===== config.mk =====
export PLATFORM = sky130hd
export DESIGN_NAME = dual_lfo_with_sync_delay_unit
export DESIGN_NICKNAME = d
export VERILOG_FILES = /design/src/rtl/dlfo_pkg.sv /design/src/rtl/dlfo_osc.sv /design/src/rtl/dlfo_smooth.sv /design/src/rtl/dual_lfo_with_sync_delay_unit.sv
export SDC_FILE = /design/constraint.sdc
export NUM_CORES = 2
export LEC_CHECK = 0
export BUFFER_PORTS_ARGS = -buffer_cell sky130_fd_sc_hd__buf_4
export CAP_MARGIN = 0
export CORE_UTILIZATION = 40
export DETAILED_ROUTE_END_ITERATION = 8
export GPL_TIMING_DRIVEN = 0
export PLACE_DENSITY = 0.58
export SETUP_SLACK_MARGIN = 0.2
export SYNTH_ARGS = -nofsm -noshare
export SYNTH_HDL_FRONTEND = slang
export SYNTH_SLANG_ARGS = --single-unit

===== constraint.sdc =====
create_clock -name clock -period 14.7 [get_ports clock]
set_input_delay 0.735 -clock clock [delete_from_list [all_inputs] [get_ports clock]]
set_output_delay 0.735 -clock clock [all_outputs]
set_load 0.02 [all_outputs]

===== src/rtl/dlfo_pkg.sv =====
// Shared types and constants of the dual LFO with sync delay.
package dlfo_pkg;

   localparam int CSR_DATA_BITS  = 32;
   localparam int CSR_INDEX_BITS = 3;
   localparam int DELAY_BITS     = 24;
   localparam int RATE_BITS      = 16;
   localparam int RATE_FRAC_BITS = 15;

   // Register map of the configuration port
   typedef enum logic [CSR_INDEX_BITS-1:0] {
      CSR_ENABLES     = 3'd0,
      CSR_PITCH_WAVE  = 3'd1,
      CSR_AMP_WAVE    = 3'd2,
      CSR_PITCH_STEP  = 3'd3,
      CSR_AMP_STEP    = 3'd4,
      CSR_SYNC_MODE   = 3'd5,
      CSR_DELAY_TICKS = 3'd6,
      CSR_SMOOTH_RATE = 3'd7
   } csr_index_type;

   // Wave codes; the remaining codes give zero, six and seven are one-shot
   localparam logic [2:0] WAVE_SAW       = 3'd0;
   localparam logic [2:0] WAVE_SQUARE    = 3'd1;
   localparam logic [2:0] WAVE_TRIANGLE  = 3'd2;
   localparam logic [2:0] WAVE_NOISE     = 3'd3;
   localparam logic [2:0] WAVE_ONESHOT_A = 3'd6;
   localparam logic [2:0] WAVE_ONESHOT_B = 3'd7;

   localparam logic [1:0] SYNC_FREE = 2'd0;

   localparam logic CMD_TICK = 1'b0;
   localparam logic CMD_NOTE = 1'b1;

   localparam logic [RATE_BITS-1:0] RATE_UNITY = 16'd32768;

   typedef struct packed {
      logic [1:0]               enables;
      logic [2:0]               pitch_wave;
      logic [2:0]               amp_wave;
      logic [CSR_DATA_BITS-1:0] pitch_step;
      logic [CSR_DATA_BITS-1:0] amp_step;
      logic [1:0]               sync_mode;
      logic [DELAY_BITS-1:0]    delay_ticks;
      logic [RATE_BITS-1:0]     smooth_rate;
   } csr_type;

endpackage


===== src/rtl/dlfo_osc.sv =====
// Phase accumulators, sync delay, noise hold and wave shaping, with the stage register.
module dlfo_osc
   import dlfo_pkg::*;
#(
   parameter int PHASE_BITS  = 32,
   parameter int SAMPLE_BITS = 16
) (
   input  logic                          clock,
   input  logic                          reset,
   input  csr_type                       csr,
   input  logic                          take,
   input  logic                          cmd,
   input  logic signed [SAMPLE_BITS-1:0] noise,
   input  logic                          drain,
   output logic                          s1_valid,
   output logic signed [SAMPLE_BITS-1:0] s1_pitch,
   output logic        [SAMPLE_BITS-1:0] s1_target
);

   localparam int PB = PHASE_BITS;
   localparam int S  = SAMPLE_BITS;
   localparam int TW = SAMPLE_BITS + 3;

   localparam logic [S-1:0]          MAX_S  = {1'b0, {(S-1){1'b1}}};
   localparam logic [S-1:0]          MIN_S  = {1'b1, {(S-1){1'b0}}};
   localparam logic [S-1:0]          FULL_S = {1'b1, {(S-1){1'b0}}};
   localparam logic signed [TW-1:0]  FULL_W = {3'b000, 1'b1, {(S-1){1'b0}}};

   logic [PB-1:0]         pitch_phase_ff, pitch_phase_in;
   logic [PB-1:0]         amp_phase_ff, amp_phase_in;
   logic [DELAY_BITS-1:0] delay_ff, delay_in;
   logic signed [S-1:0]   held_ff, held_in;
   logic                  s1_valid_ff, s1_valid_in;
   logic signed [S-1:0]   pitch_ff, pitch_in;
   logic [S-1:0]          target_ff, target_in;

   logic [PB+CSR_DATA_BITS-1:0] pstep_wide, astep_wide;
   logic [PB-1:0]         pstep, astep;
   logic [PB:0]           psum, asum;
   logic [DELAY_BITS-1:0] delay_dec;
   logic                  run, adv, wrap, oneshot;
   logic [PB-1:0]         pitch_next, amp_next;
   logic signed [S-1:0]   held_now;
   logic [PB+S-1:0]       pitch_ext, amp_ext;
   logic [S-1:0]          ptop;
   logic [S-2:0]          pa;
   logic signed [TW-1:0]  two_p, tri_raw;
   logic [S-1:0]          tri_sat;
   logic [S-1:0]          pitch_shape, amp_shape;

   // Step registers are 32 bits; fit them to the phase width
   assign pstep_wide = {{PB{1'b0}}, csr.pitch_step};
   assign astep_wide = {{PB{1'b0}}, csr.amp_step};
   assign pstep      = pstep_wide[PB-1:0];
   assign astep      = astep_wide[PB-1:0];
   assign psum       = {1'b0, pitch_phase_ff} + {1'b0, pstep};
   assign asum       = {1'b0, amp_phase_ff} + {1'b0, astep};

   assign delay_dec  = (delay_ff != '0) ? delay_ff - 1'b1 : '0;
   assign run        = (csr.enables != 2'b00);
   assign adv        = run && (delay_dec == '0);
   assign pitch_next = adv ? psum[PB-1:0] : pitch_phase_ff;
   assign amp_next   = adv ? asum[PB-1:0] : amp_phase_ff;
   assign wrap       = adv && (psum[PB] || asum[PB]);
   assign held_now   = wrap ? noise : held_ff;

   assign oneshot = (csr.pitch_wave == WAVE_ONESHOT_A) || (csr.pitch_wave == WAVE_ONESHOT_B)
                 || (csr.amp_wave == WAVE_ONESHOT_A) || (csr.amp_wave == WAVE_ONESHOT_B);

   // Top bits of each phase; a narrow phase is padded with zeros below
   assign pitch_ext = {pitch_next, {S{1'b0}}};
   assign amp_ext   = {amp_next, {S{1'b0}}};
   assign ptop      = pitch_ext[PB+S-1 -: S];
   assign pa        = amp_ext[PB+S-1 -: S-1];

   assign two_p = $signed({2'b00, ptop, 1'b0});

   always_comb begin
      unique case (ptop[S-1:S-2])
         2'b00:        tri_raw = two_p;
         2'b01, 2'b10: tri_raw = (FULL_W <<< 1) - two_p;
         2'b11:        tri_raw = two_p - (FULL_W <<< 2);
      endcase
      if (tri_raw >= FULL_W) begin
         tri_sat = MAX_S;
      end else if (tri_raw < -FULL_W) begin
         tri_sat = MIN_S;
      end else begin
         tri_sat = tri_raw[S-1:0];
      end
   end

   always_comb begin
      unique case (csr.pitch_wave)
         WAVE_SAW:      pitch_shape = ptop;
         WAVE_SQUARE:   pitch_shape = ptop[S-1] ? MIN_S : MAX_S;
         WAVE_TRIANGLE: pitch_shape = tri_sat;
         WAVE_NOISE:    pitch_shape = held_now;
         default:       pitch_shape = '0;
      endcase
   end

   always_comb begin
      unique case (csr.amp_wave)
         WAVE_SAW:      amp_shape = FULL_S - {1'b0, pa};
         WAVE_SQUARE:   amp_shape = pa[S-2] ? '0 : FULL_S;
         WAVE_TRIANGLE: amp_shape = pa[S-2] ? ({pa, 1'b0} - FULL_S) : (FULL_S - {pa, 1'b0});
         WAVE_NOISE:    amp_shape = {1'b0, ~held_now[S-1], held_now[S-2:1]};
         default:       amp_shape = '0;
      endcase
   end

   always_comb begin
      pitch_phase_in = pitch_phase_ff;
      amp_phase_in   = amp_phase_ff;
      delay_in       = delay_ff;
      held_in        = held_ff;
      if (take) begin
         if (cmd == CMD_NOTE) begin
            if ((csr.sync_mode != SYNC_FREE) || oneshot) begin
               pitch_phase_in = '0;
               amp_phase_in   = '0;
            end
            // sync mode three behaves as two
            delay_in = csr.sync_mode[1] ? csr.delay_ticks : '0;
         end else if (run) begin
            delay_in       = delay_dec;
            pitch_phase_in = pitch_next;
            amp_phase_in   = amp_next;
            held_in        = held_now;
         end
      end
   end

   always_comb begin
      s1_valid_in = s1_valid_ff;
      pitch_in    = pitch_ff;
      target_in   = target_ff;
      if (take && (cmd == CMD_TICK)) begin
         s1_valid_in = 1'b1;
         pitch_in    = adv ? pitch_shape : '0;
         target_in   = adv ? amp_shape : '0;
      end else if (drain) begin
         s1_valid_in = 1'b0;
      end
   end

   always_ff @(posedge clock) begin
      if (reset) begin
         pitch_phase_ff <= '0;
         amp_phase_ff   <= '0;
         delay_ff       <= '0;
         held_ff        <= '0;
         s1_valid_ff    <= 1'b0;
      end else begin
         pitch_phase_ff <= pitch_phase_in;
         amp_phase_ff   <= amp_phase_in;
         delay_ff       <= delay_in;
         held_ff        <= held_in;
         s1_valid_ff    <= s1_valid_in;
      end
   end

   always_ff @(posedge clock) begin
      pitch_ff  <= pitch_in;
      target_ff <= target_in;
   end

   assign s1_valid  = s1_valid_ff;
   assign s1_pitch  = pitch_ff;
   assign s1_target = target_ff;

endmodule


===== src/rtl/dlfo_smooth.sv =====
// One-pole amplitude smoother and result register.
module dlfo_smooth
   import dlfo_pkg::*;
#(
   parameter int SAMPLE_BITS = 16
) (
   input  logic                          clock,
   input  logic                          reset,
   input  logic                          load,
   input  logic signed [SAMPLE_BITS-1:0] s1_pitch,
   input  logic        [SAMPLE_BITS-1:0] s1_target,
   input  logic        [RATE_BITS-1:0]   smooth_rate,
   input  logic                          rsp_ready,
   output logic                          rsp_valid,
   output logic signed [SAMPLE_BITS-1:0] rsp_pitch_value,
   output logic        [SAMPLE_BITS-1:0] rsp_amp_value
);

   localparam int S  = SAMPLE_BITS;
   localparam int PW = SAMPLE_BITS + RATE_BITS + 2;

   localparam logic signed [PW-1:0] ROUND_BIAS = PW'((1 << RATE_FRAC_BITS) - 1);

   logic [S-1:0]              smooth_ff, smooth_in;
   logic                      valid_ff, valid_in;
   logic signed [S-1:0]       pitch_ff, pitch_in;

   logic [RATE_BITS-1:0]      rate_sat;
   logic signed [RATE_BITS:0] rate_s;
   logic signed [S:0]         diff;
   logic signed [PW-1:0]      prod, prod_adj, delta;
   logic [S:0]                sum;

   assign rate_sat = (smooth_rate > RATE_UNITY) ? RATE_UNITY : smooth_rate;
   assign rate_s   = $signed({1'b0, rate_sat});
   assign diff     = $signed({1'b0, s1_target}) - $signed({1'b0, smooth_ff});
   assign prod     = PW'(diff) * PW'(rate_s);
   // bias negative products so the shift rounds toward zero
   assign prod_adj = prod + (prod[PW-1] ? ROUND_BIAS : '0);
   assign delta    = prod_adj >>> RATE_FRAC_BITS;
   assign sum      = {1'b0, smooth_ff} + delta[S:0];

   always_comb begin
      smooth_in = smooth_ff;
      pitch_in  = pitch_ff;
      valid_in  = valid_ff;
      if (load) begin
         smooth_in = sum[S-1:0];
         pitch_in  = s1_pitch;
         valid_in  = 1'b1;
      end else if (rsp_ready) begin
         valid_in = 1'b0;
      end
   end

   always_ff @(posedge clock) begin
      if (reset) begin
         smooth_ff <= '0;
         valid_ff  <= 1'b0;
      end else begin
         smooth_ff <= smooth_in;
         valid_ff  <= valid_in;
      end
   end

   always_ff @(posedge clock) begin
      pitch_ff <= pitch_in;
   end

   assign rsp_valid       = valid_ff;
   assign rsp_pitch_value = pitch_ff;
   assign rsp_amp_value   = smooth_ff;

endmodule


===== src/rtl/dual_lfo_with_sync_delay_unit.sv =====
// Top level of the dual LFO with sync delay: configuration registers and the two stages.
//
// Input channel req_*: one item per handshake. req_cmd low is a sample tick, high a
// note-on; req_noise is sampled into the noise hold when either phase wraps on a tick.
// Result channel rsp_*: one item for each tick, none for a note-on. rsp_pitch_value is
// signed Q1.15, rsp_amp_value the smoothed amplitude, unsigned Q15 from 0 to 32768.
// Configuration port csr_*: csr_index picks the register, csr_data carries the value;
// csr_ready is always high. Write only while no item is in flight.
// A tick accepted at the input is registered in the first stage, then in the result
// register of the second. Throughput is one item per cycle while results are taken, set
// by the phase accumulators in the first stage and the smoother in the second.
// A stalled receiver holds the result register; the first stage still takes note-ons
// and one more tick, after which req_ready drops until the result is taken.
// Reset clears phases, sync delay, noise hold, smoother, valid flags and configuration
// registers, except the smoothing rate, which comes up at 32768 (no smoothing).
module dual_lfo_with_sync_delay_unit
   import dlfo_pkg::*;
#(
   parameter int PHASE_BITS  = 32,
   parameter int SAMPLE_BITS = 16
) (
   input  logic                          clock,
   input  logic                          reset,
   input  logic                          req_valid,
   output logic                          req_ready,
   input  logic                          req_cmd,
   input  logic signed [SAMPLE_BITS-1:0] req_noise,
   output logic                          rsp_valid,
   input  logic                          rsp_ready,
   output logic signed [SAMPLE_BITS-1:0] rsp_pitch_value,
   output logic        [SAMPLE_BITS-1:0] rsp_amp_value,
   input  logic                          csr_valid,
   output logic                          csr_ready,
   input  logic [CSR_INDEX_BITS-1:0]     csr_index,
   input  logic [CSR_DATA_BITS-1:0]      csr_data
);

   localparam logic [SAMPLE_BITS-1:0] FULL_S = {1'b1, {(SAMPLE_BITS-1){1'b0}}};

   localparam csr_type CSR_RESET = '{
      enables:     '0,
      pitch_wave:  '0,
      amp_wave:    '0,
      pitch_step:  '0,
      amp_step:    '0,
      sync_mode:   '0,
      delay_ticks: '0,
      smooth_rate: RATE_UNITY
   };

   csr_type csr_ff, csr_in;

   logic                          take, drain, s2_free;
   logic                          s1_valid;
   logic signed [SAMPLE_BITS-1:0] s1_pitch;
   logic        [SAMPLE_BITS-1:0] s1_target;

   assign csr_ready = 1'b1;

   always_comb begin
      csr_in = csr_ff;
      if (csr_valid) begin
         unique case (csr_index_type'(csr_index))
            CSR_ENABLES:     csr_in.enables     = csr_data[1:0];
            CSR_PITCH_WAVE:  csr_in.pitch_wave  = csr_data[2:0];
            CSR_AMP_WAVE:    csr_in.amp_wave    = csr_data[2:0];
            CSR_PITCH_STEP:  csr_in.pitch_step  = csr_data;
            CSR_AMP_STEP:    csr_in.amp_step    = csr_data;
            CSR_SYNC_MODE:   csr_in.sync_mode   = csr_data[1:0];
            CSR_DELAY_TICKS: csr_in.delay_ticks = csr_data[DELAY_BITS-1:0];
            CSR_SMOOTH_RATE: csr_in.smooth_rate = csr_data[RATE_BITS-1:0];
         endcase
      end
   end

   always_ff @(posedge clock) begin
      if (reset) begin
         csr_ff <= CSR_RESET;
      end else begin
         csr_ff <= csr_in;
      end
   end

   // Second stage frees when its result leaves; the first drains into it
   assign s2_free   = !rsp_valid || rsp_ready;
   assign drain     = s1_valid && s2_free;
   assign req_ready = !s1_valid || s2_free;
   assign take      = req_valid && req_ready;

   dlfo_osc #(
      .PHASE_BITS  (PHASE_BITS),
      .SAMPLE_BITS (SAMPLE_BITS)
   ) u_osc (
      .clock     (clock),
      .reset     (reset),
      .csr       (csr_ff),
      .take      (take),
      .cmd       (req_cmd),
      .noise     (req_noise),
      .drain     (drain),
      .s1_valid  (s1_valid),
      .s1_pitch  (s1_pitch),
      .s1_target (s1_target)
   );

   dlfo_smooth #(
      .SAMPLE_BITS (SAMPLE_BITS)
   ) u_smooth (
      .clock           (clock),
      .reset           (reset),
      .load            (drain),
      .s1_pitch        (s1_pitch),
      .s1_target       (s1_target),
      .smooth_rate     (csr_ff.smooth_rate),
      .rsp_ready       (rsp_ready),
      .rsp_valid       (rsp_valid),
      .rsp_pitch_value (rsp_pitch_value),
      .rsp_amp_value   (rsp_amp_value)
   );

   // A note-on into an empty first stage leaves it empty
   a_note_no_item: assert property (@(posedge clock) disable iff (reset)
      take && (req_cmd == CMD_NOTE) && !s1_valid |=> !s1_valid)
      else $error("note-on produced a pending item");

   // Input stalls only when both stages are full and the receiver holds off
   a_stall_cause: assert property (@(posedge clock) disable iff (reset)
      !req_ready |-> s1_valid && rsp_valid && !rsp_ready)
      else $error("input stalled without a full pipeline");

   // Smoothed amplitude never leaves its range
   a_amp_range: assert property (@(posedge clock) disable iff (reset)
      rsp_valid |-> rsp_amp_value <= FULL_S)
      else $error("amplitude above full scale");

endmodule


# ---- Word-level counts from Yosys, hierarchy flattened
# Cells that the tools add are included.
dict set report totals {
  reg_bits 284
  inputBits 57
  output_inout_bits 35
  word_cells 123
}
dict set report classes {
  add_sub_neg 11
  n_mul 1
  magnitude_cmp 3
  eq_ne 21
  mux 26
  bitwise_logic 2
  reduce_logical 39
}
# operator count
set op_table {}
lappend op_table {{$mux W32} 7}
lappend op_table {{$pmux W16 S4} 2}
lappend op_table {{$mux W16} 7}
lappend op_table {{$mux W24} 4}
lappend op_table {{$add A32 B32 Y33} 2}
lappend op_table {{$pmux W19 S3} 1}
lappend op_table {{$mul A17 B17 Y34} 1}
lappend op_table {{$add A31 B31 Y31} 1}
lappend op_table {{$eq A3 B3 Y1 const B} 8}
lappend op_table {{$logic_not A24 Y1} 1}
lappend op_table {{$reduce_bool A24 Y1} 1}
lappend op_table {{$sub A24 B1 Y24 const B} 1}
lappend op_table {{$ge A19 B17 Y1 const B} 1}
lappend op_table {{$lt A19 B16 Y1 const B} 1}
lappend op_table {{$sub A17 B18 Y19 const B} 1}
lappend op_table {{$eq A3 B2 Y1 const B} 6}
lappend op_table {{$reduce_and A2 Y1} 9}
lappend op_table {{$sub A17 B17 Y18 const A} 1}
lappend op_table {{$sub A16 B16 Y17} 1}
lappend op_table {{$add A16 B16 Y16} 1}
lappend op_table {{$gt A16 B16 Y1 const B} 1}
lappend op_table {{$sub A16 B15 Y16 const A} 1}
lappend op_table {{$sub A16 B16 Y16 const A} 1}
lappend op_table {{$sub A16 B16 Y16 const B} 1}
lappend op_table {{16 further kinds} 42}

# ---- Logic depth before layout (Yosys ltp)
dict set report depth {
  word_depth 12
  mapped_depth 60
  depth_no_buf 58
}

# ---- Hierarchy
# Synthesis repeated with hierarchy kept, for this count alone.
dict set report unflattened {
  cells_unflattened 3531
  area_unflattened_um2 30101.4
}
# mod n_inst cells_per_inst area_per_inst_um2 seq_area_each_um2
set modules_own_cells {}
lappend modules_own_cells {dlfo_smooth 1 1593 13699.4 820.8}
lappend modules_own_cells {dlfo_osc 1 1513 11706.2 3062.9}
lappend modules_own_cells {dual_lfo_with_sync_delay_unit 1 425 4695.8 2282.2}

# ---- Worst setup path before layout
# Ideal clock, no wire load.
dict set report synth_path {
  path_type {flip-flop to flip-flop}
  startpoint {reg u_smooth.smooth_ff[2] (netlist: u_smooth.rsp_amp_value[2])}
  endpoint {reg u_smooth.smooth_ff[15] (netlist: u_smooth.rsp_amp_value[15])}
  t_arrival_ps 13187
  required_time_ps 14630
  slack_ps 1443
  path_stages_with_launch 57
  path_buffers 3
  period_less_slack_ps 13257
  path_cell_list {dfxtp_1 > inv_1 > ha_1 > nor2b_1 > o21ai_0 > a21boi_0 > o21ai_0 > a21boi_0 > o21ai_0 > a21boi_0 > o21ai_0 > a21oi_1 > o21ai_0 > a21o_1 > clkbuf_1 > clkbuf_1 > a31oi_1 > fa_1 > [... 21 more ...] > and4_1 > a221oi_1 > nand3_1 > a21oi_1 > nand3_1 > nor3b_1 > xor2_1 > ha_1 > or3_1 > o21ai_0 > a21oi_1 > a21o_1 > a21oi_1 > xor2_1 > a21oi_1 > a2111o_1 > a21o_1 > a21oi_1}
}
dict set report synth_via {
  elab_chain_cells 5
}
# item line_no
set synth_lines {}
lappend synth_lines {{from (decl)} dlfo_smooth.sv:24} ;# logic [S-1:0] smooth_ff, smooth_in;
lappend synth_lines {{from (signal assigned)} dlfo_smooth.sv:61} ;# smooth_ff <= smooth_in;
lappend synth_lines {{$sub A16 B16 Y17} dlfo_smooth.sv:36} ;# assign diff = $signed({1'b0, s1_target}) - $signed({1'b0, smooth_ff});
lappend synth_lines {{$mul A17 B17 Y34} dlfo_smooth.sv:37} ;# assign prod = PW'(diff) * PW'(rate_s);
lappend synth_lines {{$mux W15} dlfo_smooth.sv:39} ;# assign prod_adj = prod + (prod[PW-1] ? ROUND_BIAS : '0);
lappend synth_lines {{$add A31 B31 Y31} dlfo_smooth.sv:39}
lappend synth_lines {{$add A16 B16 Y16 *} dlfo_smooth.sv:41} ;# assign sum = {1'b0, smooth_ff} + delta[S:0];
# Mark *: on every way between the ends. The rest lies on a longest branch, timed or not.
# A chain may end at the register's enable or synchronous reset.

# ---- Worst setup path after layout
dict set report layout_path {
  startpoint {reg u_smooth.smooth_ff[0] (netlist: u_smooth.rsp_amp_value[0])}
  endpoint {reg u_smooth.smooth_ff[15] (netlist: u_smooth.rsp_amp_value[15])}
}
# Same word-level chain as after synthesis.

==> flow_summary.toml <==
[job]
drv_cap = 0

[power]
power.density_mw_per_mm2 = 75.43
p_leak_nw = 14.28
total_power_mw = 2.545
ir_worst_vdd_mv = 0.08085

[layout]
multi_input_area_sq_mm = 0.02180
fin_util_pct = 45.32
drive_gt1_share_pct = 7.930
layout_common_cells = "nand2_1, inv_1, nor2_1"
filler_cell_count = 7651
design_area_sq_mm = 0.03374
seq_area_sq_mm = 0.006167
fin_nets = 4427
diodes = 0
fin_cells = 4891
area_growth_pct = 12.06
layout_commonest_cell = "nand2_1"

[global_routing]
gr-total-overflow = 0
antenna_found_initial = 0
grt_pass1_vias = 26920
grt_pass1_wl_mm = 157.3
grt_max_degree = 32
gr-usage-all-layers_pct = 26.35

[placement]
dpl.cell_count = 4803
place.gp.congestion = 0.9510
hpwl_mm = 81.33
dpl_cell_area_sq_mm = 0.03201
port_buffers = 87

[clock_network]
h-tree-depth = 2
cts_tree = "built"
cts_hold_buf = 0
cts_buffers = 37
clkTransAtPathRegs_ns = 0.06
clock_sinks = 284
root_buffer = "clkbuf_16"
clk_latency_ns = 0.57
cts_max_path_buffers = 3

[synthesis]
synth-edff-count = 48
synth_fp_nets = 4279
yosys.cell_types.count = 101
yosys_warnings = 0
ys.flop_type = "dfxtp_1"
syn_inst = 3746
synth.avg_cell_area_sq_um = 8.037
synth-seq-cells = 284
seq_area_frac_synth_pct = 20.48
async_flop_share_pct = 0
syn-cell-area_sq_mm = 0.03011

[route]
drtPass1Iterations = 6
vias_per_cell = 5.596
drt_iter0_markers = 2148
vias = 27370
drc = 0
antenna_left = 0
routed_wl_mm = 100.8
wl_per_cell_um = 20.60

[sta]
hold_violations = 0
max_freq_mhz = 72.53
period_minus_slack_ns = 13.79
slew_headroom_pct = 21.81
grt_setup_unrepaired = "true"
setup_tns_ns = 0
setup_viol = 0
maxSlewViolCount = 0
post-route-period-util_pct = 93.79
skew_ns = 0.03117
worst_pin_slew_ns = 1.158

[critical_path]
cp_slowest_cell = "fa_1"
path_common_cell = "fa_1"
critPathMaxFanout = 10
critPathLaunchType = "register"
required_ns = 15.16
arrival_ns = 14.25
worstSetupPathType = "reg2reg"
critPathMaxStageDelay_ns = 0.67
cp-end-kind = "register"

[floorplan]
dieArea_sq_mm = 0.07637
chipWidth_um = 276.4
start_util_pct = 40.44
coreArea_sq_mm = 0.07445
die-height_um = 276.4
io_pins = 92
num_rows = 100

[status]
outcome = "complete, no violations"

[worst_hold_path]
hp-class = "reg2reg"
flip-flops by register name (all words and copies together), names as in the netlist:
register                  count
u_osc.s1_target              16
u_osc.s1_pitch               16
u_osc.amp_phase_ff           32
u_smooth.rsp_amp_value       16
u_osc.pitch_phase_ff         32
u_osc.s1_valid                1
u_smooth.rsp_valid            1
u_smooth.rsp_pitch_value     16
u_osc.delay_ff               24
u_osc.held_ff                16
csr_ff                      114
where the power goes:
part           internal (mW)  leakage (nW)  switching (mW)  total [mW]
clock                  0.580         0.631           0.391       0.972
sequential             0.809          2.37          0.0214       0.831
combinational          0.265          11.3           0.478       0.743
worst max-delay path: cells and delay by family (launching register included):
family | cells | cell delay, ns
compound gates | 27 | 5.60
xor+xnor | 3 | 0.59
fa+ha+maj | 11 | 4.61
buf+inv | 6 | 0.87
flops | 1 | 0.46
simple gates | 9 | 1.53
path summary, 6_finish.rpt:
| kind | startpoint | to | slack, ns | cells past startpoint |
|---|---|---|---|---|
| worst min-delay path | u_osc.s1_pitch[11] | u_smooth.rsp_pitch_value[11] | 0.42 | 0 |
| worst max register to register | u_smooth.rsp_amp_value[0] | u_smooth.rsp_amp_value[15] | 0.91 | 56 |
| worst min register to register | u_osc.s1_pitch[11] | u_smooth.rsp_pitch_value[11] | 0.42 | 0 |
| worst max-delay path | u_smooth.rsp_amp_value[0] | u_smooth.rsp_amp_value[15] | 0.91 | 56 |
synthesized netlist by cell type (all sizes together) (21+ instances only):
cell,number,area share (%)
a211oi,35,0.87
a21o,40,1.0
a21oi,285,4.8
a221oi,24,0.74
a22oi,53,1.3
a31oi,37,0.86
and2,34,0.71
and3,22,0.46
buf,31,0.59
clkbuf,154,1.9
dfxtp,236,16
edfxtp,48,4.8
fa,283,19
ha,193,8.0
inv,436,5.4
mux2i,53,1.8
nand2,490,6.1
nand2b,45,0.94
nand3,56,0.93
nand4,24,0.56
nor2,408,5.1
nor2b,35,0.73
nor3,103,1.8
nor4,25,0.78
o211ai,29,0.72
o21ai,121,2.0
o22ai,21,0.44
or2,24,0.50
xnor2,96,2.8
xor2,48,1.4
layout make-up:
cell class	instances	area share [%]
clock inverters	20	0.7862
well taps	969	3.594
multi-input cells	2841	64.61
plain buffers	184	2.270
clock buffers	47	3.093
flip-flops and latches	284	18.28
repair buffers	110	2.507
inverters	436	4.862
per-stage QoR:
step | setup WS, ns | hold slack (ns)
detailed placement | -0.9271 | 0.4045
global placement | -1.504 | 0.4007
CTS | 0.2109 | 0.4134
finish | 0.9135 | 0.4187
floorplan | 1.443 | 0.4003
global route | 0.07327 | 0.4222
logic make-up (layout without fill, tap and decap cells):
family,count (synthesis),count (layout),synth area share [%]
other,1,1,0.01246
AO/OA/AOI/OAI,816,816,17.83
AND/OR/NAND/NOR,1341,1341,20.56
buffers and inverters,621,797,7.946
adder cells (fa/ha/maj),476,476,26.84
XOR/XNOR,144,144,4.189
multiplexers,63,63,2.149
flip-flops,284,284,20.48
timing repair:
item                                    4_1_cts  5_1_grt
endpoints found under the setup margin        8        5
buffers inserted                              7       14
resized for setup                            26       44
pin swaps                                     5       16
routing by layer:
layer,track usage (%),part of all wire [%]
met3,2.206,5.1
met4,10.24,4.4
met1,34.19,43
met5,0,0
met2,45.35,48
Power figures use the tool's default switching activity.
